[config.mk]
export PLATFORM = sky130hd
export DESIGN_NAME = thermal_false_color_rgb565_flat
export DESIGN_NICKNAME = d
export VERILOG_FILES = /design/src/hdl/tfc_pkg.sv /design/src/hdl/tfc_if.sv /design/src/hdl/tfc_divider.sv /design/src/hdl/tfc_colormap.sv /design/src/hdl/thermal_false_color_rgb565.sv /design/src/flat_wrapper.sv
export VERILOG_INCLUDE_DIRS = /design/src /design/src/hdl
export SDC_FILE = /design/constraint.sdc
export NUM_CORES = 2
export LEC_CHECK = 0
export ABC_CLOCK_PERIOD_IN_PS = 20500
export BUFFER_PORTS_ARGS = -buffer_cell sky130_fd_sc_hd__buf_2
export CORE_ASPECT_RATIO = 1.5
export CORE_MARGIN = 3
export CORE_UTILIZATION = 28
export CTS_BUF_LIST = sky130_fd_sc_hd__clkbuf_2
export DETAILED_ROUTE_END_ITERATION = 8
export GPL_TIMING_DRIVEN = 0
export PLACE_DENSITY = 0.42
export SLEW_MARGIN = 0
export SYNTH_ARGS = -nofsm -noshare
export SYNTH_HDL_FRONTEND = slang
export SYNTH_SLANG_ARGS = --single-unit
[constraint.sdc]
create_clock -name clk -period 20.5 [get_ports clk]
set_input_delay 2.05 -clock clk [delete_from_list [all_inputs] [get_ports clk]]
set_output_delay 2.05 -clock clk [all_outputs]
set_load 0.01 [all_outputs]
[src/hdl/thermal_false_color_rgb565_defines.svh]
// Assertion macros used by the false-color mapper RTL (the position divider).
`ifndef THERMAL_FALSE_COLOR_RGB565_DEFINES_SVH
`define THERMAL_FALSE_COLOR_RGB565_DEFINES_SVH

// Same-cycle implication, sampled on clk, off during rst.
`define TFC_ASSERT_IMP(label, pre, post) \
  label: assert property (@(posedge clk) disable iff (rst) (pre) |-> (post)) \
    else $error("tfc: assertion failed");

// Next-cycle implication, sampled on clk, off during rst.
`define TFC_ASSERT_NXT(label, pre, post) \
  label: assert property (@(posedge clk) disable iff (rst) (pre) |=> (post)) \
    else $error("tfc: assertion failed");

`endif

[src/hdl/tfc_pkg.sv]
// Types and constants of the false-color mapper.
`default_nettype none
package tfc_pkg;

  localparam int TEMP_W      = 16;
  localparam int COLOR_W     = 16;
  localparam int CFG_IDX_W   = 2;
  localparam int SEG_W       = 3;
  localparam int FRAC_W      = 16;
  localparam int FRAC_STEPS  = 4;
  localparam int FRAC_STAGES = FRAC_W / FRAC_STEPS;

  localparam logic [CFG_IDX_W-1:0] CFG_RANGE_LOW  = 2'd0;
  localparam logic [CFG_IDX_W-1:0] CFG_RANGE_HIGH = 2'd1;

  localparam logic signed [TEMP_W-1:0] RANGE_LOW_RESET  = 16'sd2000;
  localparam logic signed [TEMP_W-1:0] RANGE_HIGH_RESET = 16'sd3000;

  localparam logic [SEG_W-1:0]  SEG_LAST = 3'd4;
  localparam logic [SEG_W-1:0]  SEG_MID  = 3'd2;
  localparam logic [FRAC_W:0]   Q_ONE    = 17'd65536;
  localparam logic [FRAC_W:0]   Q_HALF   = 17'd32768;
  localparam logic [19:0]       X3_BASE  = 20'd655360;
  localparam logic [19:0]       X4_BASE  = 20'd458752;
  localparam logic [12:0]       RECIP10  = 13'd6554;
  localparam logic [13:0]       RECIP5   = 14'd13108;

  // How a sample lands on the scale.
  typedef enum logic [1:0] {
    MODE_DIV,
    MODE_ZERO,
    MODE_FULL,
    MODE_MID
  } mode_t;

  typedef struct packed {
    logic signed [TEMP_W-1:0] low;
    logic [TEMP_W-1:0]        span;
    logic                     span_ok;
  } range_t;

  typedef struct packed {
    logic [SEG_W-1:0] seg;
    logic [FRAC_W:0]  frac;
  } pos_t;

endpackage
`default_nettype wire

[src/hdl/tfc_if.sv]
// Stream and configuration interfaces of the false-color mapper.
`default_nettype none
interface tfc_temp_if import tfc_pkg::*; ();
  logic                     valid;
  logic                     ready;
  logic signed [TEMP_W-1:0] temperature;
  modport source (output valid, output temperature, input ready);
  modport sink (input valid, input temperature, output ready);
endinterface

interface tfc_color_if import tfc_pkg::*; ();
  logic               valid;
  logic               ready;
  logic [COLOR_W-1:0] rgb565;
  modport source (output valid, output rgb565, input ready);
  modport sink (input valid, input rgb565, output ready);
endinterface

interface tfc_cfg_if import tfc_pkg::*; ();
  logic                 valid;
  logic                 ready;
  logic [CFG_IDX_W-1:0] index;
  logic [TEMP_W-1:0]    data;
  modport source (output valid, output index, output data, input ready);
  modport sink (input valid, input index, input data, output ready);
endinterface
`default_nettype wire

[src/hdl/tfc_divider.sv]
// Pipelined position divider: sample to segment and Q1.16 fraction.
`default_nettype none
`include "thermal_false_color_rgb565_defines.svh"
module tfc_divider import tfc_pkg::*; (
  input  wire logic                     clk,
  input  wire logic                     rst,
  input  wire range_t                   rng,
  input  wire logic                     in_valid,
  output logic                          in_ready,
  input  wire logic signed [TEMP_W-1:0] temperature,
  output logic                          out_valid,
  input  wire logic                     out_ready,
  output pos_t                          out_pos
);

  localparam int NST = 2 + FRAC_STAGES;

  logic [NST-1:0] v;
  logic [NST:0]   rdy;

  // Stage 1: offset, range class, 5 * offset.
  mode_t       s1_mode;
  logic [18:0] s1_a;
  // Stage 2: integer segment and remainder.
  mode_t            s2_mode;
  logic [SEG_W-1:0] s2_seg;
  logic [15:0]      s2_rem;
  // Fraction stages.
  mode_t            fr_mode [FRAC_STAGES];
  logic [SEG_W-1:0] fr_seg  [FRAC_STAGES];
  logic [15:0]      fr_rem  [FRAC_STAGES];
  logic [15:0]      fr_frac [FRAC_STAGES];

  mode_t            s1_mode_next;
  logic [18:0]      s1_a_next;
  logic [SEG_W-1:0] s2_seg_next;
  logic [15:0]      s2_rem_next;

  function automatic logic [31:0] frac_step(input logic [15:0] rem_i,
                                            input logic [15:0] span_i,
                                            input logic [15:0] frac_i);
    logic [15:0] r;
    logic [15:0] q;
    logic [16:0] r2;
    r = rem_i;
    q = frac_i;
    for (int i = 0; i < FRAC_STEPS; i++) begin
      r2 = {r, 1'b0};
      if (r2 >= {1'b0, span_i}) begin
        r = 16'(r2 - {1'b0, span_i});
        q = {q[14:0], 1'b1};
      end else begin
        r = r2[15:0];
        q = {q[14:0], 1'b0};
      end
    end
    return {q, r};
  endfunction

  assign rdy[NST] = out_ready;
  for (genvar i = 0; i < NST; i++) begin : g_rdy
    assign rdy[i] = !v[i] || rdy[i+1];
  end
  assign in_ready  = rdy[0];
  assign out_valid = v[NST-1];

  always_ff @(posedge clk) begin
    if (rst) begin
      v <= '0;
    end else begin
      if (rdy[0]) begin
        v[0] <= in_valid;
      end
      for (int i = 1; i < NST; i++) begin
        if (rdy[i]) begin
          v[i] <= v[i-1];
        end
      end
    end
  end

  always_comb begin
    logic signed [16:0] d;
    logic signed [16:0] span_s;
    d      = {temperature[TEMP_W-1], temperature} - {rng.low[TEMP_W-1], rng.low};
    span_s = {1'b0, rng.span};
    if (!rng.span_ok) begin
      s1_mode_next = MODE_MID;
    end else if (d <= 17'sd0) begin
      s1_mode_next = MODE_ZERO;
    end else if (d >= span_s) begin
      s1_mode_next = MODE_FULL;
    end else begin
      s1_mode_next = MODE_DIV;
    end
    s1_a_next = {3'b000, d[15:0]} + {1'b0, d[15:0], 2'b00};
  end

  always_ff @(posedge clk) begin
    if (rdy[0]) begin
      s1_mode <= s1_mode_next;
      s1_a    <= s1_a_next;
    end
  end

  always_comb begin
    logic [18:0] m1;
    logic [18:0] m2;
    logic [18:0] m3;
    logic [18:0] m4;
    logic [18:0] sel;
    m1 = {3'b000, rng.span};
    m2 = {2'b00, rng.span, 1'b0};
    m3 = m1 + m2;
    m4 = {1'b0, rng.span, 2'b00};
    if (s1_a >= m4) begin
      s2_seg_next = 3'd4;
      sel         = m4;
    end else if (s1_a >= m3) begin
      s2_seg_next = 3'd3;
      sel         = m3;
    end else if (s1_a >= m2) begin
      s2_seg_next = 3'd2;
      sel         = m2;
    end else if (s1_a >= m1) begin
      s2_seg_next = 3'd1;
      sel         = m1;
    end else begin
      s2_seg_next = 3'd0;
      sel         = '0;
    end
    s2_rem_next = 16'(s1_a - sel);
  end

  always_ff @(posedge clk) begin
    if (rdy[1]) begin
      s2_mode <= s1_mode;
      s2_seg  <= s2_seg_next;
      s2_rem  <= s2_rem_next;
    end
  end

  for (genvar k = 0; k < FRAC_STAGES; k++) begin : g_frac
    mode_t            m_in;
    logic [SEG_W-1:0] seg_in;
    logic [15:0]      rem_in;
    logic [15:0]      frac_in;
    logic [31:0]      res;
    if (k == 0) begin : g_first
      assign m_in    = s2_mode;
      assign seg_in  = s2_seg;
      assign rem_in  = s2_rem;
      assign frac_in = '0;
    end else begin : g_rest
      assign m_in    = fr_mode[k-1];
      assign seg_in  = fr_seg[k-1];
      assign rem_in  = fr_rem[k-1];
      assign frac_in = fr_frac[k-1];
    end
    assign res = frac_step(rem_in, rng.span, frac_in);
    always_ff @(posedge clk) begin
      if (rdy[2+k]) begin
        fr_mode[k] <= m_in;
        fr_seg[k]  <= seg_in;
        fr_rem[k]  <= res[15:0];
        fr_frac[k] <= res[31:16];
      end
    end
  end

  // Substitute the fixed positions of clamped and degenerate samples.
  always_comb begin
    case (fr_mode[FRAC_STAGES-1])
      MODE_ZERO: begin
        out_pos.seg  = '0;
        out_pos.frac = '0;
      end
      MODE_FULL: begin
        out_pos.seg  = SEG_LAST;
        out_pos.frac = Q_ONE;
      end
      MODE_MID: begin
        out_pos.seg  = SEG_MID;
        out_pos.frac = Q_HALF;
      end
      default: begin
        out_pos.seg  = fr_seg[FRAC_STAGES-1];
        out_pos.frac = {1'b0, fr_frac[FRAC_STAGES-1]};
      end
    endcase
  end

  `TFC_ASSERT_IMP(a_seg_bound, v[1] && s2_mode == MODE_DIV, s2_seg <= SEG_LAST)
  `TFC_ASSERT_IMP(a_rem_bound, v[1] && s2_mode == MODE_DIV, s2_rem < rng.span)
  `TFC_ASSERT_NXT(a_take_in, in_valid && in_ready, v[0])
  `TFC_ASSERT_NXT(a_out_hold, out_valid && !out_ready, out_valid && $stable(out_pos))

endmodule
`default_nettype wire

[src/hdl/tfc_colormap.sv]
// Two-stage colormap: segment and fraction to packed RGB565.
`default_nettype none
module tfc_colormap import tfc_pkg::*; (
  input  wire logic          clk,
  input  wire logic          rst,
  input  wire logic          in_valid,
  output logic               in_ready,
  input  wire pos_t          in_pos,
  output logic               out_valid,
  input  wire logic          out_ready,
  output logic [COLOR_W-1:0] rgb565
);

  logic [1:0] v;
  logic [2:0] rdy;

  logic [SEG_W-1:0] a_seg;
  logic [7:0]       a_up;
  logic [7:0]       a_dn;
  logic [11:0]      a_g;

  logic [7:0]   up_next;
  logic [7:0]   dn_next;
  logic [11:0]  g_next;
  logic [COLOR_W-1:0] rgb_next;

  assign rdy[2]    = out_ready;
  assign rdy[1]    = !v[1] || rdy[2];
  assign rdy[0]    = !v[0] || rdy[1];
  assign in_ready  = rdy[0];
  assign out_valid = v[1];

  always_ff @(posedge clk) begin
    if (rst) begin
      v <= '0;
    end else begin
      if (rdy[0]) begin
        v[0] <= in_valid;
      end
      if (rdy[1]) begin
        v[1] <= v[0];
      end
    end
  end

  // Stage A: 255 * f, 255 * (1 - f) and 255 * (base - 3f), each over 2^16.
  always_comb begin
    logic [FRAC_W:0] fc;
    logic [18:0]     f3;
    logic [19:0]     x;
    logic [24:0]     p_up;
    logic [24:0]     p_dn;
    logic [27:0]     p_g;
    fc   = Q_ONE - in_pos.frac;
    p_up = {in_pos.frac, 8'h00} - {8'h00, in_pos.frac};
    p_dn = {fc, 8'h00} - {8'h00, fc};
    f3   = {1'b0, in_pos.frac, 1'b0} + {2'b00, in_pos.frac};
    x    = ((in_pos.seg == 3'd3) ? X3_BASE : X4_BASE) - {1'b0, f3};
    p_g  = {x, 8'h00} - {8'h00, x};
    up_next = p_up[23:16];
    dn_next = p_dn[23:16];
    g_next  = p_g[27:16];
  end

  always_ff @(posedge clk) begin
    if (rdy[0]) begin
      a_seg <= in_pos.seg;
      a_up  <= up_next;
      a_dn  <= dn_next;
      a_g   <= g_next;
    end
  end

  // Stage B: finish the /10 and /5 by reciprocal, pick channels, pack.
  always_comb begin
    logic [24:0] p10;
    logic [21:0] p5;
    logic [7:0]  g_div;
    logic [7:0]  b_div;
    logic [7:0]  r;
    logic [7:0]  g;
    logic [7:0]  b;
    p10   = a_g * RECIP10;
    p5    = a_up * RECIP5;
    g_div = p10[23:16];
    b_div = {2'b00, p5[21:16]};
    case (a_seg)
      3'd0: begin
        r = 8'd0;   g = a_up;   b = 8'd255;
      end
      3'd1: begin
        r = 8'd0;   g = 8'd255; b = a_dn;
      end
      3'd2: begin
        r = a_up;   g = 8'd255; b = 8'd0;
      end
      3'd3: begin
        r = 8'd255; g = g_div;  b = 8'd0;
      end
      default: begin
        r = 8'd255; g = g_div;  b = b_div;
      end
    endcase
    rgb_next = {r[7:3], g[7:2], b[7:3]};
  end

  always_ff @(posedge clk) begin
    if (rdy[1]) begin
      rgb565 <= rgb_next;
    end
  end

endmodule
`default_nettype wire

[src/hdl/thermal_false_color_rgb565.sv]
// Top level of the thermal false-color mapper (temperature to RGB565).
//
// Usage:
//   samples : temperature stream in, signed 0.01 degree units.
//   colors  : RGB565 stream out, one item for every sample, in order.
//   cfg     : register writes; index 0 is range_low, index 1 is range_high.
//             Always ready. Write only while no sample is in flight.
// A sample at or below range_low maps to blue, at or above range_high to the
// top color (RGB 255/102/51), and an empty or inverted range maps every sample
// to the scale midpoint. Pipeline: nine register stages; the input register
// holds the sample, the divider spends one stage on the offset, one on the
// integer segment and four on four quotient bits each, and the colormap two
// stages. Throughput: one item per clock when nothing stalls; the loop is
// fully pipelined.
// Stall: when colors.ready is low the last stage holds its item; the stages
// behind it keep filling bubbles, so samples.ready drops only once every
// stage holds an item. Nothing is dropped or repeated.
// Reset (rst, synchronous): empty all stages, range_low = 2000,
// range_high = 3000.
`default_nettype none
module thermal_false_color_rgb565 import tfc_pkg::*; (
  input wire logic clk,
  input wire logic rst,
  tfc_temp_if.sink    samples,
  tfc_color_if.source colors,
  tfc_cfg_if.sink     cfg
);

  logic signed [TEMP_W-1:0] range_low;
  logic signed [TEMP_W-1:0] range_high;
  range_t                   rng;

  logic                     v0;
  logic signed [TEMP_W-1:0] temp0;
  logic                     rdy0;

  logic div_in_ready;
  logic div_out_valid;
  logic map_in_ready;
  pos_t div_pos;

  // Configuration: take every write, ignore unknown indexes.
  assign cfg.ready = 1'b1;

  always_ff @(posedge clk) begin
    if (rst) begin
      range_low  <= RANGE_LOW_RESET;
      range_high <= RANGE_HIGH_RESET;
    end else if (cfg.valid && cfg.ready) begin
      unique case (cfg.index)
        CFG_RANGE_LOW:  range_low  <= cfg.data;
        CFG_RANGE_HIGH: range_high <= cfg.data;
        default: ;
      endcase
    end
  end

  // Span of the scale; the range is usable only when high exceeds low.
  always_comb begin
    logic [TEMP_W:0] span;
    span        = {range_high[TEMP_W-1], range_high} - {range_low[TEMP_W-1], range_low};
    rng.low     = range_low;
    rng.span    = span[TEMP_W-1:0];
    rng.span_ok = !span[TEMP_W] && (span != '0);
  end

  // Input register: hold the sample until the divider takes it.
  assign rdy0          = !v0 || div_in_ready;
  assign samples.ready = rdy0;

  always_ff @(posedge clk) begin
    if (rst) begin
      v0 <= 1'b0;
    end else if (rdy0) begin
      v0 <= samples.valid;
    end
  end

  always_ff @(posedge clk) begin
    if (rdy0) begin
      temp0 <= samples.temperature;
    end
  end

  tfc_divider u_divider (
    .clk         (clk),
    .rst         (rst),
    .rng         (rng),
    .in_valid    (v0),
    .in_ready    (div_in_ready),
    .temperature (temp0),
    .out_valid   (div_out_valid),
    .out_ready   (map_in_ready),
    .out_pos     (div_pos)
  );

  tfc_colormap u_colormap (
    .clk       (clk),
    .rst       (rst),
    .in_valid  (div_out_valid),
    .in_ready  (map_in_ready),
    .in_pos    (div_pos),
    .out_valid (colors.valid),
    .out_ready (colors.ready),
    .rgb565    (colors.rgb565)
  );

endmodule
`default_nettype wire
[src/flat_wrapper.sv]
// flat-port wrapper written by rule: the top's interface ports become plain ports
module thermal_false_color_rgb565_flat import tfc_pkg::*;
  (clk, rst, samples_valid, samples_temperature, samples_ready, colors_valid, colors_rgb565, colors_ready, cfg_valid, cfg_index, cfg_data, cfg_ready);
  tfc_temp_if samples_i ();
  tfc_color_if colors_i ();
  tfc_cfg_if cfg_i ();
  input wire logic clk;
  input wire logic rst;
  input wire logic [$bits(samples_i.valid)-1:0] samples_valid;
  input wire logic [$bits(samples_i.temperature)-1:0] samples_temperature;
  output wire logic [$bits(samples_i.ready)-1:0] samples_ready;
  output wire logic [$bits(colors_i.valid)-1:0] colors_valid;
  output wire logic [$bits(colors_i.rgb565)-1:0] colors_rgb565;
  input wire logic [$bits(colors_i.ready)-1:0] colors_ready;
  input wire logic [$bits(cfg_i.valid)-1:0] cfg_valid;
  input wire logic [$bits(cfg_i.index)-1:0] cfg_index;
  input wire logic [$bits(cfg_i.data)-1:0] cfg_data;
  output wire logic [$bits(cfg_i.ready)-1:0] cfg_ready;
  assign samples_i.valid = samples_valid;
  assign samples_i.temperature = samples_temperature;
  assign samples_ready = samples_i.ready;
  assign colors_valid = colors_i.valid;
  assign colors_rgb565 = colors_i.rgb565;
  assign colors_i.ready = colors_ready;
  assign cfg_i.valid = cfg_valid;
  assign cfg_i.index = cfg_index;
  assign cfg_i.data = cfg_data;
  assign cfg_ready = cfg_i.ready;
  thermal_false_color_rgb565 u_core (.clk(clk), .rst(rst), .samples(samples_i), .colors(colors_i), .cfg(cfg_i));
endmodule
==> results.ini <==
[cts]
h-tree-depth = 3
cts_resized = 0
cts_tree = done
cts_made_buffers = 75
cts_sinks = 251
clk_pin_slew_ns = 0.11
cts_hold_buf = 0
cts_setup_buffers = 0
clockBufferDepth = 3
cts_root_buf = clkbuf_2
clkLatencyLatePin_ns = 1.17

[worst_setup_path]
cp_data_required_time_ns = 21.36
crit_path_start = u_core.range_low[1]$_SDFFE_PP0P_
cpMaxStageDelayCell = xnor2_2
rr_worst_depth = 58
start_kind = register
cp_common_cell = a21oi_1
cp-end-kind = register
critPathKind = reg -> reg
cp_max_fo = 12
arrival_ns = 18.16
r2r_setup_slack_ns = 3.20
cp_slowest_stage_delay_ns = 0.60
worstReg2RegStart = u_core.range_low[1]$_SDFFE_PP0P_
endpoint = u_core.u_divider.fr_rem[0][14]$_DFFE_PP_
r2r_end = u_core.u_divider.fr_rem[0][14]$_DFFE_PP_

[place]
hpwl_um = 90500
pre_cts_ws_ns = 3.09
io_buffer_count = 56
placedCellCount = 5434
finalWeightedCongestion = 0.849

[sta]
finalCriticalPeriod_ns = 17.30
worst_slew_pin_slew_ns = 1.42
holdWs_ns = 0.417
max_clock_freq_ghz = 0.0578
slew_headroom = 0.0500
skew_ns = 0.116
fin_setup_tns_ns = 0
final_hold_viol_count = 0
grt_setup_unrepaired = no
setup_viol = 0
period_share = 0.844
fin_ws_ns = 3.20
slew_violations = 0

[synth]
synthArstFlopShare = 0
yosys.area.top_type = ha_1
synth_top_cells_by_count = 577 x ha_1, 332 x inv_1, 293 x nor2_1
synthCells = 3800
synth-xor-area-share = 0.0764
synth_compound_area_frac = 0.208
seq_area_frac_synth = 0.217
synth_top_area_frac = 0.219
synth_seq_cells = 251
synth_cell_types = 97
ys_top_cells_by_area = ha_1 22%, edfxtp_1 19%, xnor2_1 5.6%
synthAdderAreaFrac = 0.265
synthSimpleGateAreaFrac = 0.153
synth_most_common_cell = ha_1
post_synth.cell_area_avg_um2 = 8.66
syn_area_um2 = 32900
synth_nets = 4480
synthMuxAreaShare = 0.0318
synth_top_family_by_area = adder cells
ys.flop_type = edfxtp_1
synth_edf_count = 210
yosysWarningCount = 0

[route]
top_layer_used = met5
post_drt_wl_per_cell_um = 19.8
wl_met3_um = 2830
met2_length_um = 63300
detail-route-antenna-nets = 0
drt-met1-wl_um = 39700
drt_pass1_iterations = 5
drcViolationCount = 0
viasPerCell = 5.11
drt-initial-drc-count = 1058
finalWirelength_um = 111000
num_vias = 28400

[run]
maxCapViolations = 0

[grt]
antenna_found_initial = 4
grt_start_max_net_pins = 30
grt_use_total = 0.180
grt_overflow = 0
grt_pass1_vias = 29400
grt_pass1_wl_um = 168000

[floorplanning]
dieArea_um2 = 122000
start_util = 0.283
rows = 153
core_area_um2 = 116000
fp.dieH_um = 426
ios = 58
die_w_um = 286

[cells_and_area]
stdcell_count = 5567
fillCellCount = 12500
drive_above_1_share = 0.0884
nNetsFinal = 4641
areaGrowthSynthToFinish_pct = 11.2

[run_status]
status = finished clean

[min_path]
hold_class = reg -> reg

-- metal layers --
| layer | vias to the layer above | track usage |
|---|---|---|
| li1 | 14300 | - |
| met1 | 13500 | 0.172 |
| met2 | 472 | 0.377 |
| met3 | 196 | 0.0186 |
| met4 | 2 | 0.0766 |
| met5 | - | 0 |
-- area by class of cell --
cell class              count  area, um^2  area share
plain buffers              84         350     0.00957
clock inverters            28         300     0.00821
diodes                      3        7.51    0.000205
clock buffers             102         510      0.0140
inverters                 337        1270      0.0346
well taps                1550        1940      0.0530
flip-flops and latches    251        7130       0.195
multi-input cells        3128       24300       0.663
repair buffers             84         826      0.0226
-- worst min path at each step --
stage                                             startpoint                                  endpoint  slack [ns]  cells past startpoint
finish              u_core.u_divider.fr_frac[1][4]$_DFFE_PP_  u_core.u_divider.fr_frac[2][8]$_DFFE_PP_        0.42                      0
global route        u_core.u_divider.fr_frac[1][4]$_DFFE_PP_  u_core.u_divider.fr_frac[2][8]$_DFFE_PP_        0.43                      0
CTS                 u_core.u_divider.fr_frac[1][4]$_DFFE_PP_  u_core.u_divider.fr_frac[2][8]$_DFFE_PP_        0.41                      0
detailed placement   u_core.u_divider.fr_seg[2][0]$_DFFE_PP_   u_core.u_divider.fr_seg[3][0]$_DFFE_PP_        0.40                      0
floorplan           u_core.u_divider.fr_frac[0][0]$_DFFE_PP_  u_core.u_divider.fr_frac[1][4]$_DFFE_PP_        0.40                      0
global placement    u_core.u_divider.fr_frac[2][2]$_DFFE_PP_  u_core.u_divider.fr_frac[3][6]$_DFFE_PP_        0.40                      0
-- registers in the layout, summed over array words and instances, names as in the netlist --
register                        count
u_core.u_divider.v                  6
u_core.u_divider.fr_seg            12
u_core.v0                           1
u_core.u_divider.s1_mode            2
u_core.u_divider.fr_mode            8
u_core.range_low                   16
u_core.u_divider.g_frac.m_in        2
u_core.u_divider.fr_rem            48
u_core.u_colormap.a_dn              5
u_core.u_divider.g_frac.rem_in     16
u_core.u_divider.s1_a              19
u_core.u_colormap.v                 2
u_core.u_divider.g_frac.seg_in      3
u_core.u_colormap.a_seg             3
u_core.u_divider.fr_frac           40
u_core.temp0                       16
u_core.u_colormap.a_g              12
u_core.u_colormap.rgb565           16
u_core.range_high                  16
u_core.u_colormap.a_up              8
-- kinds of logic after synthesis --
kind of cell             after synthesis
AO/OA/AOI/OAI                       1046
AND/OR/NAND/NOR                     1042
adder cells (fa/ha/maj)              662
buffers and inverters                421
XOR/XNOR                             287
flip-flops                           251
multiplexers                          90
other                                  1
-- stage by stage --
stage,util,area (um^2)
after floorplan,-,32900
after global placement,0.302,35100
after detailed placement,0.308,35800
after CTS,0.315,36600
after global routing,0.315,36600
final,0.315,36600
-- cell usage in the layout, fill, tap and decap left out, types with 21 or more instances in the layout --
cell type  synthesis  routed
a211oi_1          33      33
a21boi_0          33      33
a21o_1           126     126
a21oi_1          292     292
a31oi_1           24      24
and2_1            26      26
and3_1            36      36
buf_2             11      68
clkbuf_1          63      63
clkbuf_2           1     103
dfxtp_1           41      41
edfxtp_1         210     210
fa_1              64      63
ha_1             577     577
inv_1            332     330
maj3_1            21      21
mux2_2            65      65
nand2_1          275     273
nand2b_1          50      50
nand3_1           82      82
nand4_1           45      45
nor2_1           293     293
nor2b_1           50      50
nor3_1            64      64
nor4_1            23      23
o211ai_1          27      27
o21a_1            56      56
o21ai_0          213     213
o21bai_1          37      37
o31ai_1           36      36
xnor2_1          210     204
xor2_1            77      74
-- worst max-delay path, delay by kind of cell (launching register included) --
family	cells	cell delay (ns)
adders and majority gates	7	2.45
buffers and inverters	9	2.98
and+or+nand+nor	7	1.31
DFF	1	0.40
AOI/OAI and AO/OA	34	9.23
xor gates and xnor gates	1	0.60
Power is not shown: default switching activity piles up to over one toggle a cycle in this logic, so the estimate is an artifact.
